--- config.mk ---
export PLATFORM = sky130hd
export DESIGN_NAME = interrupt_line_debounce_hold
export DESIGN_NICKNAME = d
export VERILOG_FILES = /design/src/rtl/ildh_pkg.sv /design/src/rtl/interrupt_line_debounce_hold.sv
export SDC_FILE = /design/constraint.sdc
export NUM_CORES = 1
export LEC_CHECK = 0
export BUFFER_PORTS_ARGS = -buffer_cell sky130_fd_sc_hd__buf_2
export CAP_MARGIN = 0
export CORE_MARGIN = 8
export CORE_UTILIZATION = 45
export DETAILED_ROUTE_END_ITERATION = 8
export HOLD_SLACK_MARGIN = 0.02
export PLACE_DENSITY = 0.72
export SETUP_SLACK_MARGIN = 0.1
export SYNTH_ARGS = -nofsm -noshare
export SYNTH_HDL_FRONTEND = slang
export SYNTH_SLANG_ARGS = --single-unit
--- constraint.sdc ---
create_clock -name clk -period 4.35 [get_ports clk]
set_clock_uncertainty 0.1 [all_clocks]
set_input_delay 0.6525 -clock clk [delete_from_list [all_inputs] [get_ports clk]]
set_output_delay 0.6525 -clock clk [all_outputs]
set_load 0.03 [all_outputs]
--- src/rtl/ildh_pkg.sv ---
// ----------------------------------------------------------------------------
// ildh_pkg
// Shared types and constants of the interrupt line debounce and hold block.
// ----------------------------------------------------------------------------
package ildh_pkg;

  // Parameter defaults
  localparam int LINE_COUNT_DEF  = 16;
  localparam int TICK_DIVIDE_DEF = 4;

  // Fixed field widths
  localparam int MASK_W  = 16;
  localparam int LIDX_W  = 4;
  localparam int MS_W    = 16;
  localparam int TICKS_W = 4;
  localparam int CNT_W   = 15;
  localparam int PHASE_W = 2;
  localparam int FLAGS_W = 3;
  localparam int CFG_A_W = 3;

  localparam logic [CNT_W-1:0] CNT_MAX = '1;

  // Operation carried with each item
  typedef enum logic [1:0] {
    OP_TICK   = 2'd0,
    OP_EDGE   = 2'd1,
    OP_ARM    = 2'd2,
    OP_CANCEL = 2'd3
  } op_t;

  // Configuration register indexes
  typedef enum logic [CFG_A_W-1:0] {
    REG_FALL_MASK  = 3'd0,
    REG_RISE_MASK  = 3'd1,
    REG_LEVEL_MASK = 3'd2,
    REG_DEB_LINES  = 3'd3,
    REG_DEB_TICKS  = 3'd4
  } reg_idx_t;

  // Line debounce phases
  localparam logic [PHASE_W-1:0] PH_IDLE      = 2'd0;
  localparam logic [PHASE_W-1:0] PH_SETTLE    = 2'd1;
  localparam logic [PHASE_W-1:0] PH_WAIT_IDLE = 2'd2;

  // Hold flag bit positions and values
  localparam int FLAG_ARMED_B   = 0;
  localparam int FLAG_PRESSED_B = 1;
  localparam int FLAG_DEB_B     = 2;
  localparam logic [FLAGS_W-1:0] FLAGS_NONE  = 3'b000;
  localparam logic [FLAGS_W-1:0] FLAGS_ARMED = 3'b001;

  // Configuration reset values
  localparam logic [MASK_W-1:0]  FALL_RST  = 16'h0001;
  localparam logic [MASK_W-1:0]  RISE_RST  = 16'h8800;
  localparam logic [MASK_W-1:0]  LEVEL_RST = 16'h8800;
  localparam logic [MASK_W-1:0]  DEB_RST   = 16'h8801;
  localparam logic [TICKS_W-1:0] TICKS_RST = 4'd3;

endpackage

--- src/rtl/interrupt_line_debounce_hold.sv ---
// Throughput: one item per cycle unless out_tready stalls the result stage;
// all lines update in parallel in one pass.
// The input register and the result register form a two-stage pipeline.
// Reset (rst_n low, synchronous) idles every line, enables all interrupts,
// clears the hold detector and loads the configuration defaults.
// ----------------------------------------------------------------------------
// interrupt_line_debounce_hold
// Per-line edge masking and tick-driven debouncing, with a long-press
// detector on line 0.
// ----------------------------------------------------------------------------
module interrupt_line_debounce_hold
  import ildh_pkg::*;
#(
  parameter int LINE_COUNT  = LINE_COUNT_DEF,
  parameter int TICK_DIVIDE = TICK_DIVIDE_DEF
) (
  input  logic               clk,
  input  logic               rst_n,
  // Configuration write port
  input  logic               cfg_we,
  input  logic [CFG_A_W-1:0] cfg_addr,
  input  logic [MASK_W-1:0]  cfg_wdata,
  // Input stream
  input  logic               in_tvalid,
  output logic               in_tready,
  input  logic [39:0]        in_tdata,   // line_index[3:0], pin_levels[19:4], hold_ms[35:20]
  input  logic [1:0]         in_tuser,   // operation[1:0]
  // Result stream
  output logic               out_tvalid,
  input  logic               out_tready,
  output logic [23:0]        out_tdata   // interrupt_enable[15:0], hold_passed[16],
                                         // hold_indicator[17], hold_status[20:18]
);

  // Lines past the mask width can never be debounced, so they hold no state.
  localparam int ACT_LINES = (LINE_COUNT < MASK_W) ? LINE_COUNT : MASK_W;
  localparam int TP_W      = (TICK_DIVIDE > 1) ? $clog2(TICK_DIVIDE) : 1;
  localparam logic [TP_W-1:0] TP_LAST = TP_W'(TICK_DIVIDE - 1);

  // hold_ms / TICK_DIVIDE by reciprocal multiply; exact over the 16-bit range.
  localparam int RECIP_SHIFT = MS_W + $clog2(TICK_DIVIDE);
  localparam int RECIP_W     = MS_W + 1;
  localparam logic [RECIP_W-1:0] RECIP =
    RECIP_W'(((64'd1 << RECIP_SHIFT) + 64'(TICK_DIVIDE) - 64'd1) / 64'(TICK_DIVIDE));

  // Configuration registers
  logic [MASK_W-1:0]  fall_r, rise_r, level_r, deb_r;
  logic [TICKS_W-1:0] ticks_r;

  // Input stage
  logic              s1_v_r;
  op_t               s1_op_r;
  logic [LIDX_W-1:0] s1_line_r;
  logic [MASK_W-1:0] s1_pins_r;
  logic [MS_W-1:0]   s1_ms_r;

  // Block state
  logic [PHASE_W-1:0] phase_r [ACT_LINES];
  logic [PHASE_W-1:0] phase_nxt [ACT_LINES];
  logic [TICKS_W-1:0] wait_r [ACT_LINES];
  logic [TICKS_W-1:0] wait_nxt [ACT_LINES];
  logic [MASK_W-1:0]  en_r, en_nxt;
  logic [TP_W-1:0]    tick_r, tick_nxt;
  logic [FLAGS_W-1:0] flags_r, flags_nxt;
  logic [CNT_W-1:0]   cnt_r, cnt_nxt;
  logic               done_r, done_nxt;
  logic               lamp_r, lamp_nxt;
  logic               out_v_r;

  logic                       out_adv, step, tick_fire;
  logic [ACT_LINES-1:0]       edge_hit;
  logic [CNT_W-1:0]           cnt_dec;
  logic [MS_W+RECIP_W-1:0]    ms_prod;
  logic [MS_W:0]              arm_sum;
  logic [CNT_W-1:0]           arm_cnt;

  assign out_adv   = !out_v_r || out_tready;
  assign step      = s1_v_r && out_adv;
  assign in_tready = !s1_v_r || out_adv;

  assign out_tvalid = out_v_r;
  assign out_tdata  = {3'b000, flags_r, lamp_r, done_r, en_r};

  assign ms_prod = s1_ms_r * RECIP;
  assign arm_sum = (MS_W+1)'(ms_prod >> RECIP_SHIFT) + 1'b1;
  assign arm_cnt = (arm_sum > (MS_W+1)'(CNT_MAX)) ? CNT_MAX : arm_sum[CNT_W-1:0];

  assign cnt_dec = cnt_r - 1'b1;

  always_comb begin
    tick_nxt  = tick_r;
    tick_fire = 1'b0;
    if (step && s1_op_r == OP_TICK) begin
      tick_nxt  = (tick_r == TP_LAST) ? '0 : tick_r + 1'b1;
      tick_fire = (tick_r == TP_LAST);
    end
  end

  always_comb begin
    en_nxt = en_r;
    for (int i = 0; i < ACT_LINES; i++) begin
      phase_nxt[i] = phase_r[i];
      wait_nxt[i]  = wait_r[i];
      edge_hit[i]  = step && s1_op_r == OP_EDGE && s1_line_r == LIDX_W'(i) &&
                     deb_r[i] && en_r[i];
      if (tick_fire && deb_r[i] && phase_r[i] != PH_IDLE) begin
        if (wait_r[i] != '0) begin
          wait_nxt[i] = wait_r[i] - 1'b1;
        end else if (phase_r[i] == PH_WAIT_IDLE) begin
          // The pin must be back at the idle level of its active edge.
          if ((s1_pins_r[i] && fall_r[i]) || (!s1_pins_r[i] && rise_r[i])) begin
            phase_nxt[i] = PH_SETTLE;
            wait_nxt[i]  = ticks_r;
          end
        end else if (phase_r[i] == PH_SETTLE) begin
          phase_nxt[i] = PH_IDLE;
          en_nxt[i]    = 1'b1;
        end
      end
      if (edge_hit[i]) begin
        en_nxt[i]    = 1'b0;
        wait_nxt[i]  = ticks_r;
        phase_nxt[i] = level_r[i] ? PH_WAIT_IDLE : PH_SETTLE;
      end
    end
  end

  // Long-press detector; it sees line 0 after this tick's debounce step.
  always_comb begin
    flags_nxt = flags_r;
    cnt_nxt   = cnt_r;
    done_nxt  = done_r;
    lamp_nxt  = lamp_r;
    if (step) begin
      case (s1_op_r)
        OP_TICK: begin
          if (tick_fire && flags_r[FLAG_PRESSED_B]) begin
            cnt_nxt = cnt_dec;
            if (cnt_dec == '0) begin
              done_nxt  = 1'b1;
              flags_nxt = FLAGS_NONE;
              lamp_nxt  = 1'b0;
            end
            if (flags_nxt[FLAG_DEB_B] && phase_nxt[0] == PH_IDLE) begin
              flags_nxt[FLAG_DEB_B] = 1'b0;
              if (!s1_pins_r[0]) begin
                flags_nxt = FLAGS_ARMED;
                lamp_nxt  = 1'b0;
              end
            end
          end
        end
        OP_EDGE: begin
          if (edge_hit[0] && flags_r[FLAG_ARMED_B]) begin
            if (s1_pins_r[0]) begin
              flags_nxt[FLAG_DEB_B]     = 1'b1;
              flags_nxt[FLAG_PRESSED_B] = 1'b1;
              lamp_nxt                  = 1'b1;
            end else begin
              flags_nxt = FLAGS_ARMED;
              lamp_nxt  = 1'b0;
            end
          end
        end
        OP_ARM: begin
          cnt_nxt   = arm_cnt;
          flags_nxt = FLAGS_ARMED;
          done_nxt  = 1'b0;
        end
        OP_CANCEL: begin
          flags_nxt = FLAGS_NONE;
        end
        default: begin
          flags_nxt = flags_r;
        end
      endcase
    end
  end

  always_ff @(posedge clk) begin
    if (!rst_n) begin
      fall_r  <= FALL_RST;
      rise_r  <= RISE_RST;
      level_r <= LEVEL_RST;
      deb_r   <= DEB_RST;
      ticks_r <= TICKS_RST;
    end else if (cfg_we) begin
      case (reg_idx_t'(cfg_addr))
        REG_FALL_MASK:  fall_r  <= cfg_wdata;
        REG_RISE_MASK:  rise_r  <= cfg_wdata;
        REG_LEVEL_MASK: level_r <= cfg_wdata;
        REG_DEB_LINES:  deb_r   <= cfg_wdata;
        REG_DEB_TICKS:  ticks_r <= cfg_wdata[TICKS_W-1:0];
        default: begin
        end
      endcase
    end
  end

  always_ff @(posedge clk) begin
    if (in_tvalid && in_tready) begin
      s1_op_r   <= op_t'(in_tuser);
      s1_line_r <= in_tdata[LIDX_W-1:0];
      s1_pins_r <= in_tdata[LIDX_W +: MASK_W];
      s1_ms_r   <= in_tdata[LIDX_W+MASK_W +: MS_W];
    end
  end

  always_ff @(posedge clk) begin
    if (!rst_n) begin
      s1_v_r  <= 1'b0;
      out_v_r <= 1'b0;
      en_r    <= '1;
      tick_r  <= '0;
      flags_r <= FLAGS_NONE;
      cnt_r   <= '0;
      done_r  <= 1'b0;
      lamp_r  <= 1'b0;
      for (int i = 0; i < ACT_LINES; i++) begin
        phase_r[i] <= PH_IDLE;
        wait_r[i]  <= '0;
      end
    end else begin
      if (in_tready) begin
        s1_v_r <= in_tvalid;
      end
      if (out_adv) begin
        out_v_r <= s1_v_r;
      end
      en_r    <= en_nxt;
      tick_r  <= tick_nxt;
      flags_r <= flags_nxt;
      cnt_r   <= cnt_nxt;
      done_r  <= done_nxt;
      lamp_r  <= lamp_nxt;
      for (int i = 0; i < ACT_LINES; i++) begin
        phase_r[i] <= phase_nxt[i];
        wait_r[i]  <= wait_nxt[i];
      end
    end
  end

endmodule

==> summary.txt, run 1 <==
GRT
  • Global route overflow: 0
  • Maximum number of pins on one net before global-route repair: a little over 80
  • Vias in the first global route: 11200
  • Initial antenna violation count: 1
  • GRT Overall Usage: 0.207
  • First-pass GRT wire length: ~58000 µm

Clock network
  • Setup bufs post-CTS: 0
  • Total CTS buffers: 28
  • CTS Root Cell: clkbuf_16
  • Cts repair resizes: 0
  • CTS tree: built
  • CTS clock-pin slew for the worst setup and hold paths: around 0.06 ns
  • H-Tree Depth: 1
  • CTS Hold Bufs: 0
  • # clock sinks: 240
  • Worst-skew pair later-pin latency: between 0.5 and 0.6 ns
  • Worst-case clock buffer depth: 3

Timing
  • Max-slew headroom: 0.206
  • Crit path time final: approximately 3.1 ns
  • Worst Max-Slew Pin Slew: ~1.2 ns
  • Total Neg Setup Slack: 0 ns
  • Maximum clock rate: ~330 MHz
  • Fin crit share: 0.702
  • Final Hold Viols: 0
  • Final setup fails: 0
  • RSZ-0062 raised after global routing: no
  • Max-slew violations: 0

Finish
  • Layout Cells excl Fill: around 1900
  • Final instance area: around 14000 µm²
  • # nets final: between 1500 and 2000
  • N_diodes: 0
  • Area delta synth->final: 12.3%
  • Layout cells sized above 1: 0.135
  • Fillers: around 2600

Pwr
  • Clk pwr share: 0.464
  • P_leak: around 5.0 nW
  • Power Density: ~350 nW/µm²
  • Sw power: 1.22 mW
  • Sw Ratio: 0.243
  • Sequential share of power: 0.469
  • Tot Pwr: 5.01 mW
  • Power Internal: 3.79 mW
  • VDD IR-drop max: approximately 0.24 mV
  • Comb pwr share: 0.067

Synthesis
  • Adder-Cell Fraction of Synth Area: 0.0247
  • Post-synth cell types: 91
  • Ys async rst share: 0
  • Synth cell count leaders: nand2_1, dfxtp_1, a21oi_1
  • Post-synth EDFFs: 36
  • Compound-Gate Fraction of Synth Area: 0.239
  • Proportion of synthesized chip area in sequential cells: 0.407
  • Synth Instances: between 1500 and 2000
  • Cell taking the most area after synthesis: dfxtp_1
  • Top_reg_cell synth: dfxtp_1
  • Syn Area/Cell: ~8.4 µm²
  • Synth Area in XOR/XNOR: 0.00760
  • Post-synth top area share: 0.322
  • Largest family of logic cells by synthesized area: simple AND/OR/NAND/NOR gates
  • Multiplexer share of the synthesized area: 0.0274
  • Most common cell in the synthesized netlist: nand2_1
  • Synth Area in Simple Gates: 0.242
  • Synthesized area: 12700 µm²
  • Largest cells by area after synthesis: dfxtp_1, edfxtp_1, nand2_1
  • #FFs+latches synth: 240
  • Ys Warns: 0

Floorplan
  • Starting Density: 0.456
  • Boundary Pins: between 90 and 100
  • Die W: 184 µm
  • Core Region: about 28000 µm²
  • Die area: 33800 µm²
  • Die H: approximately 180 µm
  • Cell row count: 61

Drt
  • Vias per std cell: slightly above 6
  • First DRT Iteration DRCs: between 1000 and 1500
  • Routed vias: 11700
  • DRC: 0
  • ANT nets after route: 0
  • Drt pass-1 iters: 6
  • Drt total wl: around 36000 µm
  • Detailed-route wire length per cell: approximately 18 µm

Run
  • Max cap viols: 0

Placed design
  • Post-detail-place hpwl: roughly 23000 µm
  • Routability cong.: about 0.88
  • Port buffer count: 82
  • Inst Count DP: 1896
  • Dpl cell area: 13300 µm²

Critical path
  • Kind of start point of the critical path: flip-flop
  • Crit Path Max Fanout: 16
  • Data required time at the worst endpoint: ~4.7 ns
  • Crit path DAT: 3.43 ns
  • CP Capture Type: flip-flop
  • Kind of critical path: reg -> reg

Min path
  • HP Class: in -> reg

Run status
  • Status: finished, final reports clean
==> worst max-delay path, cell delays in order, from the launching register on <==
cell,delay [ns]
edfxtp_1,0.39
inv_1,0.12
ha_1,0.32
nand2_1,0.34
nor3_2,0.79
o2111ai_1,0.40
a211o_1,0.38
a31oi_1,0.15
==> final cells by class <==
type,instances,area (µm²),area share
inverter,75,284,0.0200
clock inverter,8,88.8,0.00624
tap,378,473,0.0332
timing repair buffer,97,523,0.0367
multi-input combinational,1106,6870,0.483
sequential,240,5160,0.363
clock buffer,41,830,0.0583
==> routing by layer <==
metal  vias up  GRT usage  part of all wire
li1       5629          -                 -
met1      5584      0.276              0.44
met5         -          0           0.00036
met3        88     0.0312             0.071
met4         2     0.0703             0.031
met2       432      0.338              0.46
==> registers in the layout, indices dropped and copies added, names as in the netlist <==
| signal | flops |
|---|---|
| wait_r | 64 |
| phase_r | 32 |
| deb_r | 16 |
| en_r | 16 |
| fall_r | 16 |
| level_r | 16 |
| rise_r | 16 |
| s1_pins_r | 16 |
| cnt_r | 15 |
| s1_ms_r | 14 |
| s1_line_r | 4 |
| ticks_r | 4 |
| flags_r | 3 |
| s1_op_r | 2 |
| tick_r | 2 |
| done_r | 1 |
| lamp_r | 1 |
| out_tvalid | 1 |
| s1_v_r | 1 |
==> kinds of logic (layout without fill, tap and decap cells) <==
group	Yosys count	count (layout)
buffers and inverters	159	221
flip-flops	240	240
adder cells (fa/ha/maj)	25	25
AND/OR/NAND/NOR	582	582
other	1	3
AO/OA/AOI/OAI	451	451
XOR/XNOR	11	11
multiplexers	34	34
==> power groups by stage <==
| stage | clock network, mW | registers, mW | logic (mW) |
|---|---|---|---|
| 2_1_floorplan | 0 | 2.38 | 0.233 |
| 3_3_place_gp | 0 | 2.39 | 0.325 |
| 3_5_place_dp | 0 | 2.40 | 0.331 |
| 4_1_cts | 2.35 | 2.35 | 0.333 |
| 5_1_grt | 2.46 | 2.35 | 0.367 |
| 6_report | 2.32 | 2.35 | 0.336 |
==> cells in the final DEF (no fill, tap or decap), types with 10 or more instances in the layout <==
cell type,n
ha_1,25
inv_1,73
nand4_1,20
o221ai_1,14
or2_2,11
nor2b_1,21
o32ai_1,16
nor3_1,27
and2_1,11
and3_1,15
mux2i_1,28
nand3_1,39
a221oi_1,10
a21oi_1,141
nand2b_1,22
or3_1,11
dfxtp_1,204
a211oi_1,14
clkbuf_16,28
a21boi_0,13
o211ai_1,10
nand2_1,221
o21a_1,18
a31oi_1,24
nor2_1,85
o21ai_0,85
buf_2,82
buf_4,15
o22ai_1,11
nor4_1,18
edfxtp_1,36
==> final timing paths <==
kind                             startpoint                          to  slack [ns]  cells after the start
setup reg to reg       s1_op_r[0]$_DFFE_PP_  wait_r[1][16]$_SDFFE_PN0P_        1.30                      7
hold reg to reg   wait_r[1][1]$_SDFFE_PN0P_   wait_r[1][1]$_SDFFE_PN0P_        0.35                      2
hold / removal                  in_tdata[7]      s1_pins_r[3]$_DFFE_PP_        0.16                      1
setup / recovery       s1_op_r[0]$_DFFE_PP_  wait_r[1][16]$_SDFFE_PN0P_        1.30                      7
==> metrics by stage <==
step / util / worst slack [ns] / hold WS (ns)
floorplan: - / 1.78 / 0.332
global placement: 0.479 / 1.36 / 0.338
detailed placement: 0.479 / 1.30 / 0.346
CTS: 0.512 / 1.31 / 0.147
global route: 0.512 / 1.05 / 0.145
finish: 0.512 / 1.30 / 0.165
Power figures use the tool's default switching activity.
==> run 2, diff against run 1 <==
Settings changed: PLACE_DENSITY 0.72 to 0.75.
Clock period 4.35 ns to 2.8 ns, I/O delays scaled along.
==> run 2 against run 1 <==
Via count is 2.0% higher. First-iteration DRC count is 15% higher. Sequential share of layout area decreased by 1.6 points. Clock-buffer cell count rose by 1. Total power rose by 53%. Die area did not move. Combinational power is 77% higher. Core utilization is 2.4 points higher. Fmax is 18% higher. Cell area rose by 4.6%. Non-clock buffer count rose by 75. Register-to-register slack got worse by 1.1 ns. Critical endpoint is now wait_r[1][12]$_SDFFE_PN0P_. Largest cell class unchanged.
==> summary.txt, run 2 (synthesized netlist as in run 1, its figures left out) <==
Run status
  • Status: finished, final reports clean

Finish
  • Fillers: 2554 (-1.8%)
  • # nets final: 1714 (+4.6%)
  • Largest regs: wait_r: 64 flops, phase_r: 32 flops
  • Commonest non-fill, non-tap cell in the layout: nand2_1
  • Area delta synth->final: 17.4%
  • Max FFs per register: 64 (unchanged)
  • Commonest cells after routing, fill and taps aside: nand2_1, dfxtp_1, a21oi_1
  • N_diodes: 0 (unchanged)
  • Largest reg by FF count: wait_r
  • Layout cells sized above 1: 0.149 (+0.0143)

Clock network
  • CTS clock-pin slew for the worst setup and hold paths: 0.06 ns (about the same)
  • CTS Root Cell: clkbuf_16
  • Worst-skew pair later-pin latency: 0.55 ns (about the same)
  • CTS tree: built
  • Total CTS buffers: 28 (unchanged)
  • # clock sinks: 240 (unchanged)
  • Worst-case clock buffer depth: 3 (unchanged)
  • H-Tree Depth: 1 (unchanged)

Critical path
  • Crit Path Max Fanout: 13 (-3)
  • Crit path DAT: 2.94 ns (-0.49 ns)
  • Cells along the critical path: inv_1 -> ha_1 -> nand2_2 -> or4_1 -> a21oi_1 -> nor2_1 -> o221a_2
  • Data required time at the worst endpoint: 3.14 ns (-1.59 ns)
  • Worst path slowest cell: or4_1
  • Kind of critical path: reg -> reg
  • R2R depth: 7 (unchanged)
  • R2R Setup Slk: 0.20 ns (-1.09 ns)
  • Kind of start point of the critical path: flip-flop
  • CP Capture Type: flip-flop
  • CP peak stage delay: 0.71 ns (-0.08 ns)

Placed design
  • Port buffer count: 82 (unchanged)
  • Routability cong.: 0.915 (+4.5%)
  • Post-detail-place hpwl: 24400 µm (+4.6%)

Drt
  • Drt pass-1 iters: 7 (+1)
  • First DRT Iteration DRCs: 1158 (+15%)
  • Drt total wl: 36200 µm (+1.4%)
  • Vias per std cell: 5.92 (-1.9%)
  • Detailed-route wire length per cell: 17.9 µm (-2.5%)
  • DRC: 0 (unchanged)
  • Routed vias: 12000 (+2.0%)
  • ANT nets after route: 0 (unchanged)

Pwr
  • P_leak: 5.36 nW (+6.5%)
  • Tot Pwr: 7.67 mW (+53%)
  • Power Density: 515 nW/µm² (+46%)
  • VDD IR-drop max: 0.490 mV (+100%)

Floorplan
  • Die area: 33800 µm² (unchanged)
  • Boundary Pins: 92 (unchanged)
  • Core Region: 27800 µm² (unchanged)
  • Starting Density: 0.456 (unchanged)
  • Die W: 184 µm (unchanged)
  • Cell row count: 61 (unchanged)
  • Die H: 184 µm (unchanged)

Timing
  • Worst Max-Slew Pin Slew: 0.975 ns (-0.214 ns)
  • Crit path time final: 2.60 ns (-0.459 ns)
  • Max-slew violations: 0 (unchanged)
  • Final setup fails: 0 (unchanged)
  • Maximum clock rate: 385 MHz (+18%)
  • Final Hold Viols: 0 (unchanged)
  • RSZ-0062 raised after global routing: yes
  • Fin crit share: 0.927 (+0.225)
  • Worst hold slack: 0.0331 ns (-0.132 ns)
  • Total Neg Setup Slack: 0 ns (unchanged)
  • Max-slew headroom: 0.350 (+0.144)

GRT
  • Initial antenna violation count: 1 (unchanged)
  • First-pass GRT wire length: 58400 µm (+1.5%)
  • Maximum number of pins on one net before global-route repair: 86 (+3.6%)
  • GRT Overall Usage: 0.208 (+0.00137)
  • Vias in the first global route: 11600 (+3.7%)
  • Global route overflow: 0 (unchanged)

Run
  • Max cap viols: 0 (unchanged)

Min path
  • Cell depth of the worst hold path: 3 (+2)
  • HP Class: in -> reg
[run 2: cell types whose count changed in the layout (fill, tap and decap cells not counted), sizes merged]
cell	previous run	this run
buf	97	135
dlygate4sd3	0	37
clkinv	7	9
clkbuf	41	42
[run 2: power breakdown]
group	total [mW]	leakage (nW)	switching, mW	internal (mW)
clock	3.44	0.420	1.44	2.00
sequential	3.64	2.00	0.0682	3.57
combinational	0.594	2.94	0.363	0.231
total	7.67	5.36	1.87	5.81
[run 2: worst paths after layout]
check	startpoint	to
min reg2reg	fall_r[7]$_SDFFE_PN0P_	fall_r[7]$_SDFFE_PN0P_
max reg2reg	s1_op_r[1]$_DFFE_PP_	wait_r[1][12]$_SDFFE_PN0P_
min	cfg_wdata[15]	deb_r[15]$_SDFFE_PN1P_
max	s1_op_r[1]$_DFFE_PP_	wait_r[1][12]$_SDFFE_PN0P_
[run 2: final cells by class]
class	count	area, µm²	area share
clock buffers	42	773	0.0519
repair buffers	172	1220	0.0817
clock inverters	10	98.8	0.00664
inverters	75	284	0.0191
multi-input cells	1106	6880	0.462
flip-flops and latches	240	5160	0.347
well taps	378	473	0.0318
[run 2: metal layers]
metal	track usage	wire length, µm
met2	0.342	16700
met1	0.270	15700
met5	0	12
met4	0.0884	1170
met3	0.0314	2580
[run 2: per-stage QoR]
stage                     instances  utilization  area (µm²)  setup slack [ns]
after detailed placement       1931        0.490       13600             0.220
after global routing           2023        0.536       14900            0.0794
after CTS                      2020        0.535       14900             0.205
final                          2023        0.536       14900             0.204
after global placement         1931        0.490       13600             0.277
after floorplan                1505            -       12700             0.337
[run 2: timing repair]
item	CTS	global route
resized for setup	0	2
buffers inserted	0	3
endpoints found under the setup margin	0	6
hold buffers	37	0
hold endpoints to repair	37	0
[run 2: worst max-delay path: cells and delay by family, from the launching register on]
| family | cells | cell delay, ns |
|---|---|---|
| AO/OA/AOI/OAI | 2 | 0.45 |
| buffers and inverters | 1 | 0.12 |
| adder cells (fa/ha/maj) | 1 | 0.33 |
| AND/OR/NAND/NOR | 3 | 1.09 |
| flip-flops | 1 | 0.40 |
==> run 3, diff against run 2 <==
Settings changed: CORE_UTILIZATION 45 to 37, PLACE_DENSITY 0.75 to 0.63.
Clock period 2.8 ns to 3.3 ns, I/O delays scaled along.
==> run 3 against run 2 <==
Fmax shrank 6.7%. Critical path depth is the same. Die area grew 20%. Via count shrank 1.4%. Clock-buffer cell count shrank 10. Critical endpoint is now phase_r[1][15]$_SDFFE_PN0P_. Highest routed layer is now met4.
==> summary.txt, run 3 (synthesized netlist as in run 1, its figures left out) <==
Drt
  • Drt total wl: 36800 µm (+1.7%)
  • Routed vias: 11800 (-1.4%)
  • First DRT Iteration DRCs: 942 (-19%)
  • DRC: 0 (unchanged)
  • Drt pass-1 iters: 5 (-2)
  • Detailed-route wire length per cell: 17.7 µm (-0.83%)
  • Vias per std cell: 5.69 (-3.8%)
  • ANT nets after route: 0 (unchanged)

Min path
  • HP Class: in -> reg
  • Hold wc startpoint: in_tuser[1]

Pwr
  • Sw power: 1.69 mW (-9.5%)
  • Sequential share of power: 0.435 (-0.040)
  • VDD IR-drop max: 0.343 mV (-30%)
  • P_leak: 5.34 nW (-0.29%)
  • Comb pwr share: 0.067 (-0.010)
  • Power Internal: 5.44 mW (-6.3%)
  • Power Density: 476 nW/µm² (-7.6%)
  • Sw Ratio: 0.237 (-0.00629)
  • Clk pwr share: 0.498 (+0.050)

Clock network
  • CTS clock-pin slew for the worst setup and hold paths: 0.06 ns (about the same)
  • CTS Hold Bufs: 33 (-11%)
  • Worst-skew pair later-pin latency: 0.58 ns (+0.03 ns)
  • H-Tree Depth: 1 (unchanged)
  • Total CTS buffers: 28 (unchanged)
  • CTS Root Cell: clkbuf_16
  • # clock sinks: 240 (unchanged)
  • Setup bufs post-CTS: 0 (unchanged)
  • CTS tree: built
  • Worst-case clock buffer depth: 3 (unchanged)
  • Cts repair resizes: 0 (unchanged)

Timing
  • RSZ-0062 raised after global routing: no
  • Fin crit share: 0.843 (-0.0842)
  • Crit path time final: 2.78 ns (+0.186 ns)
  • Final setup fails: 0 (unchanged)
  • Total Neg Setup Slack: 0 ns (unchanged)
  • Worst setup margin: 0.519 ns (+0.314 ns)
  • Max-slew headroom: 0.269 (-0.0811)
  • Worst Max-Slew Pin Slew: 1.10 ns (+0.122 ns)
  • Worst hold slack: 0.0361 ns (+0.00302 ns)
  • Final Hold Viols: 0 (unchanged)
  • Maximum clock rate: 360 MHz (-6.7%)
  • Max-slew violations: 0 (unchanged)

Finish
  • Area delta synth->final: 18.0%
  • Largest regs: wait_r: 64 flops, phase_r: 32 flops
  • Final core occ: 0.439 (-0.0973)
  • N_diodes: 0 (unchanged)
  • Max FFs per register: 64 (unchanged)
  • Largest reg by FF count: wait_r
  • # nets final: 1689 (-1.5%)
  • Fillers: 3331 (+30%)
  • Commonest cells after routing, fill and taps aside: nand2_1, dfxtp_1, a21oi_1
  • Commonest non-fill, non-tap cell in the layout: nand2_1
  • Layout cells sized above 1: 0.143 (-0.00573)

Floorplan
  • Die W: 201 µm (+9.4%)
  • Die H: 201 µm (+9.4%)
  • Cell row count: 68 (+11%)
  • Starting Density: 0.372 (-0.0848)
  • Boundary Pins: 92 (unchanged)
  • Core Region: 34100 µm² (+23%)
  • Die area: 40400 µm² (+20%)

GRT
  • Maximum number of pins on one net before global-route repair: 94 (+9.3%)
  • Initial antenna violation count: 0 (-1)
  • Global route overflow: 0 (unchanged)
  • First-pass GRT wire length: 59300 µm (+1.6%)
  • Vias in the first global route: 11300 (-2.7%)
  • GRT Overall Usage: 0.176 (-0.0322)

Critical path
  • Kind of critical path: reg -> reg
  • Crit path DAT: 3.16 ns (+0.22 ns)
  • CP Capture Type: flip-flop
  • Crit path launch: s1_op_r[1]$_DFFE_PP_
  • Kind of start point of the critical path: flip-flop
  • Crit Path Max Fanout: 12 (-1)
  • Crit Reg-Reg Startpoint: s1_op_r[1]$_DFFE_PP_
  • Data required time at the worst endpoint: 3.68 ns (+0.54 ns)

Placed design
  • Routability cong.: 0.858 (-6.3%)
  • Port buffer count: 82 (unchanged)
  • Post-detail-place hpwl: 24400 µm (about the same)
  • Pre-CTS setup slack: 0.493 ns (+0.273 ns)

Run status
  • Status: finished, final reports clean

Run
  • Max cap viols: 0 (unchanged)
[run 3: cell count changes in the layout (fill, tap and decap cells not counted), moves of 2 or more]
cell / before / now
buf_4: 50 / 30
clkbuf_16: 28 / 30
dlygate4sd3_1: 37 / 34
clkinv_2: 4 / 7
bufinv_16: 1 / 7
clkbuf_1: 12 / 1
[run 3: path summary, 6_finish.rpt]
kind | endpoint | slack, ns | cells after the start
setup / recovery | phase_r[1][15]$_SDFFE_PN0P_ | 0.52 | 7
hold / removal | s1_op_r[1]$_DFFE_PP_ | 0.04 | 1
setup reg to reg | phase_r[1][15]$_SDFFE_PN0P_ | 0.52 | 7
hold reg to reg | fall_r[7]$_SDFFE_PN0P_ | 0.35 | 2
[run 3: final cells by class]
class / instances / area (µm²) / share of cell area
Timing Repair Buffer: 147 / 1010 / 0.0676
Tap cell: 455 / 569 / 0.0380
Sequential cell: 240 / 5160 / 0.345
Multi-Input combinational cell: 1106 / 6870 / 0.459
Clock buffer: 32 / 768 / 0.0513
Inverter: 75 / 284 / 0.0190
Clock inverter: 20 / 299 / 0.0200
[run 3: worst max-delay path: stages, from the launching register on]
cell	delay, ns
edfxtp_1	0.39
inv_1	0.11
ha_1	0.33
and2_1	0.26
nand4_1	0.45
o22ai_1	0.60
o21ai_1	0.19
a31o_2	0.28
[run 3: metal layers]
layer	vias up	routed length, µm	GRT usage
met1	5662	16900	0.237
met3	68	2080	0.0212
met2	349	16800	0.289
li1	5732	-	-
met5	-	0	0
met4	0	1010	0.0591
[run 3: power by group through the flow]
stage	Sequential [mW]	Clock (mW)	Combinational [mW]
finish	3.10	3.55	0.480
global route	3.11	3.73	0.533
CTS	3.10	3.62	0.478
detailed placement	3.16	0	0.446
global placement	3.16	0	0.440
floorplan	3.13	0	0.307
[run 3: per-stage QoR]
step | std cells | power [mW] | instance area [µm²]
6_report | 2075 | 7.13 | 15000
3_5_place_dp | 1989 | 3.61 | 13600
4_1_cts | 2074 | 7.20 | 15000
2_1_floorplan | 1505 | 3.44 | 12700
3_3_place_gp | 1989 | 3.60 | 13600
5_1_grt | 2075 | 7.37 | 15000
